### src/hw/rtl/asm_pkg.sv
`timescale 1ns / 1ps
// ----------------------------------------------------------------------------
// asm_pkg: shared types and constants for the accel scale/magnitude block
// widths of the raw bytes, scaled axes, square sum and root, range codes
// ----------------------------------------------------------------------------
package asm_pkg;

  localparam int unsigned BYTE_W  = 8;
  localparam int unsigned AXIS_W  = 16;
  localparam int unsigned SQ_W    = 32;
  localparam int unsigned ROOT_W  = 16;
  localparam int unsigned RANGE_W = 2;
  localparam int unsigned IN_W    = 6 * BYTE_W;
  localparam int unsigned OUT_W   = 3 * AXIS_W + SQ_W + ROOT_W;

  // root bits resolved per pipeline stage of the square root
  localparam int unsigned SQRT_STEPS = 2;

  typedef enum logic [RANGE_W-1:0] {
    RANGE_2G = 2'd0,
    RANGE_4G = 2'd1,
    RANGE_8G = 2'd2
  } range_e;

  typedef struct packed {
    logic signed [AXIS_W-1:0] z;
    logic signed [AXIS_W-1:0] y;
    logic signed [AXIS_W-1:0] x;
  } axes_t;

endpackage

### src/hw/rtl/asm_scale.sv
`timescale 1ns / 1ps
// ----------------------------------------------------------------------------
// asm_scale: axis decode and range scaling
// joins high/low bytes, drops the two low bits and shifts by the range
// ----------------------------------------------------------------------------
module asm_scale (
  input  logic                         clk_i,
  input  logic                         rst_ni,
  input  logic [asm_pkg::RANGE_W-1:0]  range_i,
  input  logic                         valid_i,
  output logic                         ready_o,
  input  logic [asm_pkg::IN_W-1:0]     data_i,
  output logic                         valid_o,
  input  logic                         ready_i,
  output asm_pkg::axes_t               axes_o
);

  logic           valid_q;
  asm_pkg::axes_t axes_d, axes_q;

  function automatic logic signed [asm_pkg::AXIS_W-1:0] scale_axis(
    input logic [asm_pkg::BYTE_W-1:0]  hi,
    input logic [asm_pkg::BYTE_W-1:0]  lo,
    input logic [asm_pkg::RANGE_W-1:0] rng
  );
    logic [asm_pkg::AXIS_W-3:0]        cnt;
    logic signed [asm_pkg::AXIS_W-1:0] res;
    cnt = {hi, lo[asm_pkg::BYTE_W-1:2]};
    unique case (asm_pkg::range_e'(rng))
      asm_pkg::RANGE_2G: res = {{2{cnt[asm_pkg::AXIS_W-3]}}, cnt};
      asm_pkg::RANGE_4G: res = {cnt[asm_pkg::AXIS_W-3], cnt, 1'b0};
      // unlisted code three behaves like 8 g
      default:           res = {cnt, 2'b00};
    endcase
    return res;
  endfunction

  always_comb begin
    axes_d.x = scale_axis(data_i[7:0],   data_i[15:8],  range_i);
    axes_d.y = scale_axis(data_i[23:16], data_i[31:24], range_i);
    axes_d.z = scale_axis(data_i[39:32], data_i[47:40], range_i);
  end

  assign ready_o = ~valid_q | ready_i;

  always_ff @(posedge clk_i or negedge rst_ni) begin
    if (!rst_ni) begin
      valid_q <= 1'b0;
    end else if (ready_o) begin
      valid_q <= valid_i;
    end
  end

  always_ff @(posedge clk_i) begin
    if (ready_o && valid_i) begin
      axes_q <= axes_d;
    end
  end

  assign valid_o = valid_q;
  assign axes_o  = axes_q;

endmodule

### src/hw/rtl/asm_square_sum.sv
`timescale 1ns / 1ps
// ----------------------------------------------------------------------------
// asm_square_sum: squares of the three axes and their sum
// two register stages: three parallel multipliers, then one 32-bit adder
// ----------------------------------------------------------------------------
module asm_square_sum (
  input  logic                      clk_i,
  input  logic                      rst_ni,
  input  logic                      valid_i,
  output logic                      ready_o,
  input  asm_pkg::axes_t            axes_i,
  output logic                      valid_o,
  input  logic                      ready_i,
  output asm_pkg::axes_t            axes_o,
  output logic [asm_pkg::SQ_W-1:0]  sum_o
);

  logic                            sq_valid_q, sum_valid_q;
  logic                            sq_ready, sum_ready;
  asm_pkg::axes_t                  sq_axes_q, sum_axes_q;
  logic signed [asm_pkg::SQ_W-1:0] xe, ye, ze;
  logic [asm_pkg::SQ_W-1:0]        sqx_d, sqy_d, sqz_d;
  logic [asm_pkg::SQ_W-1:0]        sqx_q, sqy_q, sqz_q;
  logic [asm_pkg::SQ_W-1:0]        sum_d, sum_q;

  // squares stay below 2^31, so the low 32 bits are exact
  assign xe    = asm_pkg::SQ_W'(axes_i.x);
  assign ye    = asm_pkg::SQ_W'(axes_i.y);
  assign ze    = asm_pkg::SQ_W'(axes_i.z);
  assign sqx_d = xe * xe;
  assign sqy_d = ye * ye;
  assign sqz_d = ze * ze;
  assign sum_d = sqx_q + sqy_q + sqz_q;

  assign sum_ready = ~sum_valid_q | ready_i;
  assign sq_ready  = ~sq_valid_q | sum_ready;
  assign ready_o   = sq_ready;

  always_ff @(posedge clk_i or negedge rst_ni) begin
    if (!rst_ni) begin
      sq_valid_q  <= 1'b0;
      sum_valid_q <= 1'b0;
    end else begin
      if (sq_ready) begin
        sq_valid_q <= valid_i;
      end
      if (sum_ready) begin
        sum_valid_q <= sq_valid_q;
      end
    end
  end

  always_ff @(posedge clk_i) begin
    if (sq_ready && valid_i) begin
      sq_axes_q <= axes_i;
      sqx_q     <= sqx_d;
      sqy_q     <= sqy_d;
      sqz_q     <= sqz_d;
    end
    if (sum_ready && sq_valid_q) begin
      sum_axes_q <= sq_axes_q;
      sum_q      <= sum_d;
    end
  end

  assign valid_o = sum_valid_q;
  assign axes_o  = sum_axes_q;
  assign sum_o   = sum_q;

endmodule

### src/hw/rtl/asm_sqrt.sv
`timescale 1ns / 1ps
// ----------------------------------------------------------------------------
// asm_sqrt: pipelined floored integer square root
// restoring digit-by-digit root, a fixed number of root bits per stage
// ----------------------------------------------------------------------------
module asm_sqrt (
  input  logic                        clk_i,
  input  logic                        rst_ni,
  input  logic                        valid_i,
  output logic                        ready_o,
  input  asm_pkg::axes_t              axes_i,
  input  logic [asm_pkg::SQ_W-1:0]    sum_i,
  output logic                        valid_o,
  input  logic                        ready_i,
  output asm_pkg::axes_t              axes_o,
  output logic [asm_pkg::SQ_W-1:0]    sum_o,
  output logic [asm_pkg::ROOT_W-1:0]  root_o
);

  localparam int unsigned STEPS  = asm_pkg::SQRT_STEPS;
  localparam int unsigned STAGES = asm_pkg::ROOT_W / STEPS;
  localparam int unsigned REM_W  = asm_pkg::ROOT_W + 3;

  typedef struct packed {
    logic [REM_W-1:0]          rem;
    logic [asm_pkg::ROOT_W-1:0] root;
    logic [asm_pkg::SQ_W-1:0]   rad;
  } sqrt_t;

  // one root bit: bring down two radicand bits, try (root << 2) | 1
  function automatic sqrt_t sqrt_step(input sqrt_t s);
    sqrt_t            r;
    logic [REM_W-1:0] rem_sh;
    logic [REM_W-1:0] trial;
    rem_sh = {s.rem[REM_W-3:0], s.rad[asm_pkg::SQ_W-1 -: 2]};
    trial  = REM_W'({s.root, 2'b01});
    r.rad  = {s.rad[asm_pkg::SQ_W-3:0], 2'b00};
    if (rem_sh >= trial) begin
      r.rem  = rem_sh - trial;
      r.root = {s.root[asm_pkg::ROOT_W-2:0], 1'b1};
    end else begin
      r.rem  = rem_sh;
      r.root = {s.root[asm_pkg::ROOT_W-2:0], 1'b0};
    end
    return r;
  endfunction

  logic                     valid_q [STAGES];
  logic                     stage_ready [STAGES+1];
  sqrt_t                    st_q    [STAGES];
  sqrt_t                    st_d    [STAGES];
  asm_pkg::axes_t           axes_q  [STAGES];
  logic [asm_pkg::SQ_W-1:0] sum_q   [STAGES];
  logic                     src_valid [STAGES];
  sqrt_t                    src_st  [STAGES];
  asm_pkg::axes_t           src_axes [STAGES];
  logic [asm_pkg::SQ_W-1:0] src_sum [STAGES];

  assign stage_ready[STAGES] = ready_i;

  for (genvar k = 0; k < STAGES; k++) begin : g_stage
    if (k == 0) begin : g_head
      assign src_valid[k] = valid_i;
      assign src_st[k]    = '{rem: '0, root: '0, rad: sum_i};
      assign src_axes[k]  = axes_i;
      assign src_sum[k]   = sum_i;
    end else begin : g_body
      assign src_valid[k] = valid_q[k-1];
      assign src_st[k]    = st_q[k-1];
      assign src_axes[k]  = axes_q[k-1];
      assign src_sum[k]   = sum_q[k-1];
    end

    always_comb begin
      sqrt_t s;
      s = src_st[k];
      for (int unsigned j = 0; j < STEPS; j++) begin
        s = sqrt_step(s);
      end
      st_d[k] = s;
    end

    assign stage_ready[k] = ~valid_q[k] | stage_ready[k+1];

    always_ff @(posedge clk_i or negedge rst_ni) begin
      if (!rst_ni) begin
        valid_q[k] <= 1'b0;
      end else if (stage_ready[k]) begin
        valid_q[k] <= src_valid[k];
      end
    end

    always_ff @(posedge clk_i) begin
      if (stage_ready[k] && src_valid[k]) begin
        st_q[k]   <= st_d[k];
        axes_q[k] <= src_axes[k];
        sum_q[k]  <= src_sum[k];
      end
    end
  end

  assign ready_o = stage_ready[0];
  assign valid_o = valid_q[STAGES-1];
  assign axes_o  = axes_q[STAGES-1];
  assign sum_o   = sum_q[STAGES-1];
  assign root_o  = st_q[STAGES-1].root;

endmodule

### src/hw/rtl/accel_sample_scale_magnitude.sv
`timescale 1ns / 1ps
// ----------------------------------------------------------------------------
// accel_sample_scale_magnitude: accelerometer frame scaling and magnitude
// scaled axes in 1/4096 g, their square sum and its floored square root
// ----------------------------------------------------------------------------
// usage:
//   s_axis takes one frame per transaction: six raw bytes, x high byte in
//   the lowest bits. m_axis gives one result per frame: x, y, z axes, the
//   square sum and the root, x in the lowest bits.
//   cfg_we_i writes the 2-bit range code (0: 2 g, 1: 4 g, other: 8 g); write
//   it only while no frame is in flight.
// pipeline and throughput:
//   a frame passes the registered stages in order from s_axis to m_axis
//   (scale, square, sum, then eight root stages of two bits each). One
//   frame per cycle is taken and delivered while m_axis_tready is high.
// reset:
//   range code returns to 2 g and every pipeline stage is emptied.
// stall:
//   when m_axis_tready is low the result holds; stages behind it keep filling
//   into empty slots, and s_axis_tready drops only once every stage is full.
// ----------------------------------------------------------------------------
module accel_sample_scale_magnitude (
  input  logic                         clk_i,
  input  logic                         rst_ni,
  input  logic                         cfg_we_i,
  input  logic [asm_pkg::RANGE_W-1:0]  cfg_wdata_i,
  input  logic                         s_axis_tvalid,
  output logic                         s_axis_tready,
  // x_high, x_low, y_high, y_low, z_high, z_low
  input  logic [asm_pkg::IN_W-1:0]     s_axis_tdata,
  output logic                         m_axis_tvalid,
  input  logic                         m_axis_tready,
  // accel_x, accel_y, accel_z, magnitude_squared, magnitude
  output logic [asm_pkg::OUT_W-1:0]    m_axis_tdata
);

  logic [asm_pkg::RANGE_W-1:0] range_q;
  logic                        sc_valid, sc_ready;
  asm_pkg::axes_t              sc_axes;
  logic                        ss_valid, ss_ready;
  asm_pkg::axes_t              ss_axes;
  logic [asm_pkg::SQ_W-1:0]    ss_sum;
  asm_pkg::axes_t              res_axes;
  logic [asm_pkg::SQ_W-1:0]    res_sum;
  logic [asm_pkg::ROOT_W-1:0]  res_root;

  always_ff @(posedge clk_i or negedge rst_ni) begin
    if (!rst_ni) begin
      range_q <= asm_pkg::RANGE_2G;
    end else if (cfg_we_i) begin
      range_q <= cfg_wdata_i;
    end
  end

  asm_scale u_scale (
    .clk_i   (clk_i),
    .rst_ni  (rst_ni),
    .range_i (range_q),
    .valid_i (s_axis_tvalid),
    .ready_o (s_axis_tready),
    .data_i  (s_axis_tdata),
    .valid_o (sc_valid),
    .ready_i (sc_ready),
    .axes_o  (sc_axes)
  );

  asm_square_sum u_square_sum (
    .clk_i   (clk_i),
    .rst_ni  (rst_ni),
    .valid_i (sc_valid),
    .ready_o (sc_ready),
    .axes_i  (sc_axes),
    .valid_o (ss_valid),
    .ready_i (ss_ready),
    .axes_o  (ss_axes),
    .sum_o   (ss_sum)
  );

  asm_sqrt u_sqrt (
    .clk_i   (clk_i),
    .rst_ni  (rst_ni),
    .valid_i (ss_valid),
    .ready_o (ss_ready),
    .axes_i  (ss_axes),
    .sum_i   (ss_sum),
    .valid_o (m_axis_tvalid),
    .ready_i (m_axis_tready),
    .axes_o  (res_axes),
    .sum_o   (res_sum),
    .root_o  (res_root)
  );

  assign m_axis_tdata = {res_root, res_sum, res_axes.z, res_axes.y, res_axes.x};

  // result checks
  logic [asm_pkg::SQ_W:0]          root_sq, root_next_sq;
  logic signed [asm_pkg::SQ_W-1:0] chk_x, chk_y, chk_z;
  logic [asm_pkg::SQ_W-1:0]        chk_sum;

  assign root_sq      = (asm_pkg::SQ_W+1)'(res_root) * (asm_pkg::SQ_W+1)'(res_root);
  assign root_next_sq = ((asm_pkg::SQ_W+1)'(res_root) + 1'b1)
                      * ((asm_pkg::SQ_W+1)'(res_root) + 1'b1);
  assign chk_x   = asm_pkg::SQ_W'(res_axes.x);
  assign chk_y   = asm_pkg::SQ_W'(res_axes.y);
  assign chk_z   = asm_pkg::SQ_W'(res_axes.z);
  assign chk_sum = chk_x * chk_x + chk_y * chk_y + chk_z * chk_z;

  a_root_floor: assert property (@(posedge clk_i) disable iff (!rst_ni)
    m_axis_tvalid |-> (root_sq <= (asm_pkg::SQ_W+1)'(res_sum))
                   && (root_next_sq > (asm_pkg::SQ_W+1)'(res_sum)))
    else $error("magnitude is not the floored root of magnitude_squared");

  a_sum_matches_axes: assert property (@(posedge clk_i) disable iff (!rst_ni)
    m_axis_tvalid |-> chk_sum == res_sum)
    else $error("magnitude_squared does not match the delivered axes");

  a_ready_when_drained: assert property (@(posedge clk_i) disable iff (!rst_ni)
    !m_axis_tvalid |-> s_axis_tready)
    else $error("input stalled while the output stage is empty");

  a_range_reset: assert property (@(posedge clk_i)
    !rst_ni |=> range_q == asm_pkg::RANGE_2G || $past(cfg_we_i))
    else $error("range code not cleared by reset");

endmodule
### config.mk
export PLATFORM = sky130hd
export DESIGN_NAME = accel_sample_scale_magnitude
export DESIGN_NICKNAME = d
export VERILOG_FILES = /design/src/hw/rtl/asm_pkg.sv /design/src/hw/rtl/asm_scale.sv /design/src/hw/rtl/asm_square_sum.sv /design/src/hw/rtl/asm_sqrt.sv /design/src/hw/rtl/accel_sample_scale_magnitude.sv
export SDC_FILE = /design/constraint.sdc
export NUM_CORES = 2
export LEC_CHECK = 0
export BUFFER_PORTS_ARGS = -buffer_cell sky130_fd_sc_hd__buf_2
export CAP_MARGIN = 10
export CELL_PAD_IN_SITES_DETAIL_PLACEMENT = 1
export CELL_PAD_IN_SITES_GLOBAL_PLACEMENT = 2
export CORE_MARGIN = 3
export CORE_UTILIZATION = 45
export CTS_CLUSTER_SIZE = 28
export DETAILED_ROUTE_END_ITERATION = 16
export GPL_TIMING_DRIVEN = 0
export MAX_ROUTING_LAYER = met4
export PLACE_DENSITY = 0.84
export SLEW_MARGIN = 20
export SYNTH_ARGS = -nofsm -noshare
export SYNTH_HDL_FRONTEND = slang
export SYNTH_HIERARCHICAL = 1
export SYNTH_SLANG_ARGS = --single-unit
### constraint.sdc
create_clock -name clk_i -period 9.8 [get_ports clk_i]
set_input_delay 0.98 -clock clk_i [delete_from_list [all_inputs] [get_ports clk_i]]
set_output_delay 0.98 -clock clk_i [all_outputs]
set_load 0.02 [all_outputs]
# [Word level (Yosys, flattened, before mapping)]
# Memories as Yosys holds them, arrays and structs flattened.
# Index checks and enable logic that the tools add are counted.
[classes] addsub=18 mux=35 n_eq_ne=1 magnitude_cmp=16 n_mul=3 n_reduce_logical=12 n_bitwise=22
[op_table] operator="$ge 19x18->1" count=15
[op_table] operator="$mux 35" count=8
[op_table] operator="$mux 33" count=8
[op_table] operator="$sub 19x18->19" count=8
[op_table] operator="$sub 17x17->17" count=7
[op_table] operator="$mul 16x16->32" count=3
[op_table] operator="$pmux 15 s2" count=3
[op_table] operator="$add 32x32->32" count=2
[op_table] operator="$mux 1" count=16
[op_table] operator="$logic_and 1x1->1" count=11
[op_table] operator="$not 1->1" count=11
[op_table] operator="$or 1x1->1" count=11
[op_table] operator="$sub 2x1->3 const B" count=1
[op_table] operator="$eq 2x1->1 const B" count=1
[op_table] operator="$ge 2x1->1 const B" count=1
[op_table] operator="$logic_not 2->1" count=1
[totals] mem_bits_rw=1144 output_inout_bits=98 in_bits=55 mem_count=3 register_bits=285
[mem_list] name="u_sqrt.st_q" words=8 word_bits=63 read_ports=8 rd_ports_with_merged_regs=0 wr=8 line_no="asm_sqrt.sv:50" text="sqrt_t st_q [STAGES];"
[mem_list] name="u_sqrt.axes_q" words=8 word_bits=48 read_ports=8 rd_ports_with_merged_regs=0 wr=8 line_no="asm_sqrt.sv:52" text="asm_pkg::axes_t axes_q [STAGES];"
[mem_list] name="u_sqrt.sum_q" words=8 word_bits=32 read_ports=8 rd_ports_with_merged_regs=0 wr=8 line_no="asm_sqrt.sv:53" text="logic [asm_pkg::SQ_W-1:0] sum_q [STAGES];"

# [Logic depth before layout (Yosys ltp)]
[logic_depth] word_depth=13 ltp_mapped=25 depth_no_buf=24

# [Modules after synthesis]
# Netlist, hierarchy kept.
[modules_own_cells] module="asm_sqrt" instances=1 cells_each=2429 seq_area_each_um2=24943.9 area_each_um2=35447.7
[modules_own_cells] module="asm_square_sum" instances=1 cells_each=3367 seq_area_each_um2=6596.3 area_each_um2=35327.6
[modules_own_cells] module="asm_scale" instances=1 cells_each=187 seq_area_each_um2=1466.4 area_each_um2=2424.8
[modules_own_cells] module="accel_sample_scale_magnitude" instances=1 cells_each=4 seq_area_each_um2=50.0 area_each_um2=72.6

# [Worst setup path after synthesis]
# No wires, ideal clock.
[synth_path] path_type="input to register" from="input port m_axis_tready" to="memory u_sqrt/axes_q[1][48] (netlist name), enable pin" arrival_time_ns=6.517 path_stages=2 path_buffers=0 setup_time_ns=0.642 setup_slack_ns=2.641 path_cell_list="nor2b_1 -> a31oi_1"
[synth_rtl] item="from (decl)" line_no="accel_sample_scale_magnitude.sv:32" text="input logic m_axis_tready,"
[synth_rtl] item="to (decl)" line_no="asm_sqrt.sv:52"

# [Worst setup path in the final report]
[layout_path] from="register u_scale.axes_q (netlist bit u_scale/axes_o[6])" to="register u_square_sum/sqx_q[30] (netlist name), data pin"
[layout_between] elab_chain_cells=1
[layout_lines] item="from (decl)" line_no="asm_scale.sv:19" text="asm_pkg::axes_t axes_d, axes_q;"
[layout_lines] item="from (signal assigned)" line_no="asm_scale.sv:56" text="axes_q <= axes_d;"
[layout_lines] item="$mul 16x16->32" line_no="asm_square_sum.sv:30" text="assign sqx_d = xe * xe;"
[layout_lines] item="named net u_square_sum.sqx_d, one bit" line_no="asm_square_sum.sv:22" text="logic [asm_pkg::SQ_W-1:0] sqx_d, sqy_d, sqz_d;"
[layout_lines] item="to (signal assigned)" line_no="asm_square_sum.sv:56" text="sqx_q <= sqx_d;"
[layout_lines] item="to (decl)" line_no="asm_square_sum.sv:23" text="logic [asm_pkg::SQ_W-1:0] sqx_q, sqy_q, sqz_q;"
# The timed path passes the listed nets, and every way through them passes these cells.
# A chain may end at the register's enable or synchronous reset.

==> key figures <==
Yosys
  – Register area share after synthesis: between 40% and 50%
  – Ys flop type: edfxtp_1
  – Post-Syn Area: 0.0733 mm²
  – Synthesized area per cell: 12.2 µm²
  – Share of flip-flops with an asynchronous set or reset: 1.18%
  – Yosys cell types: 100
  – Yosys top cell area share: 44.7%
  – Syn. warnings: 6
  – Main area contributors after synthesis: edfxtp_1 (45%), fa_1 (20%), ha_1 (7.7%)
  – Post-synth EDFFs: 1,090
  – Cell count after synthesis: 5,987
  – Leading area contributor after synthesis: edfxtp_1
  – Yosys reg bits: 1,103

Final layout
  – Synth-to-layout area growth: 10.9%
  – Multi-input logic area: 0.0353 mm²
  – Antenna Cells: 0
  – Share of cells above drive strength 1: 8.16%
  – Final Cell Area: 0.0813 mm²
  – Register area: 0.0331 mm²
  – Fill cell instance count of the final layout: 16,801
  – Nets: about 7,500

Setup path
  – R2R Setup Slk: 1.78 ns
  – CP cell instances: clkbuf_1 > nand2_1 > fa_1 > fa_1 > fa_1 > inv_1 > fa_1 > fa_1 > inv_1 > fa_1 > inv_1 > ha_1 > and3_1 > o2111ai_1 > o21ai_0 > a31oi_1 > a31oi_1 > nand4_1 > nand4b_1 > a21oi_1 > xnor2_1
  – Worst Reg-to-Reg Cells: 21
  – Worst r2r src: u_scale/axes_o[6]
  – Slowest CP cell: edfxtp_1
  – RR Endpoint: u_square_sum/sqx_q[30]
  – Critical setup path kind: register to register
  – CP max stage delay: 0.79 ns
  – CP dominant cell by count: fa_1
  – CP Capture Type: register
  – CP Max Fanout: 10
  – Crit start category: register
  – Critical Path RT: 10.24 ns
  – Worst EP arrival: between 8 and 9 ns

Floorplanning
  – Core region area: 0.161 mm²
  – Die height: 410 µm
  – Die area: roughly 0.17 mm²
  – Initial Util: a little under half
  – FP Rows: 147
  – IO Count: 153
  – DIE WIDTH: 410 µm

Routing
  – DRT iter0 DRCs: approximately 2,600
  – Pre-antenna DRT Iters: 7
  – DR vias/cell: 5.29
  – Total Routed Length: roughly 190 mm
  – DR WL/cell: between 20 and 25 µm
  – Via count: ~45,000
  – Post-route ant nets: 0
  – Met2 Wirelength: 95.4 mm
  – Routed met3 length: 8.17 mm
  – Post-Route M1 WL: 75.6 mm
  – DRC viols: 0
  – Top sig layer: met4

Placement
  – Hpwl dp: around 150 mm
  – Buffers on Ports: 146
  – Pre-CTS WS: 1.90 ns
  – Placed Area: 0.0775 mm²
  – Routability Congestion: 0.882

CTS
  – Clk_lat worst skew: 0.76 ns
  – Clock sinks: 1,103
  – Worst-path clk slew: ~0.070 ns
  – Post-CTS setup buffers: 0
  – Clock Path Buffers: 3
  – CTS tree: built
  – CTS root buf: clkbuf_16
  – CTS buffer count: between 100 and 150
  – Post-CTS Hold Buffers: 0
  – CTS-repair resized insts: 0
  – H-Tree Depth: 3

Timing
  – Final setup fails: 0
  – Worst hold slack: 0.133 ns
  – Rel. slew slack: 25.3%
  – Count of final hold-check violations: 0
  – Final Max Slew Viols: 0
  – Final Skew: 0.0692 ns
  – Worst-margin pin slew: 1.12 ns
  – Final period util: around four fifths
  – Final worst path period need: 8.02 ns
  – Unrepaired setup endpoints after global routing: no
  – Final worst setup slack: 1.78 ns
  – Max Clock Freq: 125 MHz

GRT
  – Largest net degree at the start of global routing: 58
  – First-pass GRT wire length: around 290 mm
  – Number of global-route vias before repair: 50,562
  – Total congestion overflow: 0
  – GR Util All Layers: 23.3%
  – Initial antenna violation count: 4

Worst hold path
  – HP Class: input pin to asynchronous set/reset pin

Flow run
  – Maxcap violations: 0

Status
  – Status: completed
## sequential cells by signal (all words and copies together), names as in the netlist
signal,count
u_sqrt/valid_o,1
u_sqrt/src_valid,7
u_square_sum/sqy_q,30
u_sqrt/sum_q,256
u_square_sum/sq_valid_q,1
u_scale/valid_o,1
range_q,2
u_square_sum/sqx_q,30
u_square_sum/sqz_q,30
u_sqrt/axes_q,384
u_square_sum/valid_o,1
u_square_sum/sq_axes_q,48
u_scale/axes_o,48
u_square_sum/axes_o,48
u_square_sum/sum_o,32
u_sqrt/st_q,184
## how the worst max path moves through the flow
stage / start / to / slack, ns
final: u_scale/axes_o[6] / u_square_sum/sqx_q[30] / 1.78
after global routing: u_scale/axes_o[9] / u_square_sum/sqx_q[30] / 1.28
after CTS: u_scale/axes_o[9] / u_square_sum/sqx_q[30] / 1.77
after detailed placement: u_scale/axes_o[9] / u_square_sum/sqx_q[30] / 1.90
after global placement: m_axis_tready / u_sqrt/sum_q[1][48] / -1.03
after floorplan: m_axis_tready / u_sqrt/axes_q[1][48] / 2.64
## area by class of cell
cell class | count | area share [%]
buffer | 163 | 1.13
clock buffer | 148 | 3.74
clock inverter | 64 | 0.887
inverter | 1092 | 5.05
multi-input combinational | 3632 | 43.4
sequential | 1103 | 40.7
tap | 2160 | 3.33
timing repair buffer | 174 | 1.80
## cells in the final DEF, fill, tap and decap left out, types with 28 or more instances in the layout
master,n
a21o_1,98
a21oi_1,223
and2_1,120
buf_2,156
buf_4,49
clkbuf_1,118
clkbuf_16,116
edfxtp_1,1090
fa_1,733
ha_1,450
inv_1,1085
mux2_2,30
mux2i_1,50
nand2_1,375
nand2b_1,53
nand3_1,64
nand4_1,35
nor2_1,336
nor2b_1,38
nor3_1,77
o21a_1,49
o21ai_0,121
o21ai_1,41
o21bai_1,28
xnor2_1,233
xor2_1,80
## stage by stage
step           cells  util (%)  setup TNS, ns
2_1_floorplan   5990         -              0
3_3_place_gp    8296      47.6        -105.80
3_5_place_dp    8324      48.1              0
4_1_cts         8536      50.4              0
5_1_grt         8536      50.4              0
6_report        8536      50.4              0
## cells in the mapped netlist, types with 40 or more instances
master	instances
edfxtp_1	1090
inv_1	1085
fa_1	733
ha_1	450
nand2_1	375
nor2_1	336
xnor2_1	233
a21oi_1	223
and2_1	128
o21ai_0	121
a21o_1	98
clkbuf_1	88
xor2_1	80
nor3_1	77
nand3_1	64
nand2b_1	53
mux2i_1	50
buf_4	49
o21a_1	49
o21ai_1	41
nor2b_1	40
## cells by family (layout without fill, tap and decap cells)
family	count (synthesis)	in the layout	synth area share, %
other cells	2	5	0.0102
compound gates	781	781	7.03
flops	1103	1103	45.1
buf+inv	1255	1641	6.85
xor+xnor	313	313	3.74
fa+ha+maj	1183	1183	27.7
mux	83	83	1.21
simple gates	1267	1267	8.34
## per-layer routing
layer  vias up  global-route usage [%]
li1      20633                       -
met1     23357                    28.3
met2       900                    40.2
met3       274                    3.02
met4         0                    8.13
met5         -                       -
## critical path, delay by kind of cell (launching register included)
family,cells,cell delay (ns)
AOI/OAI and AO/OA,5,1.39
xor gates and xnor gates,1,0.48
adders and majority gates,7,3.52
buffers and inverters,4,0.78
DFF,1,0.79
and+or+nand+nor,4,0.71
Power is not shown: default switching activity piles up to over one toggle a cycle in this logic, so the estimate is an artifact.
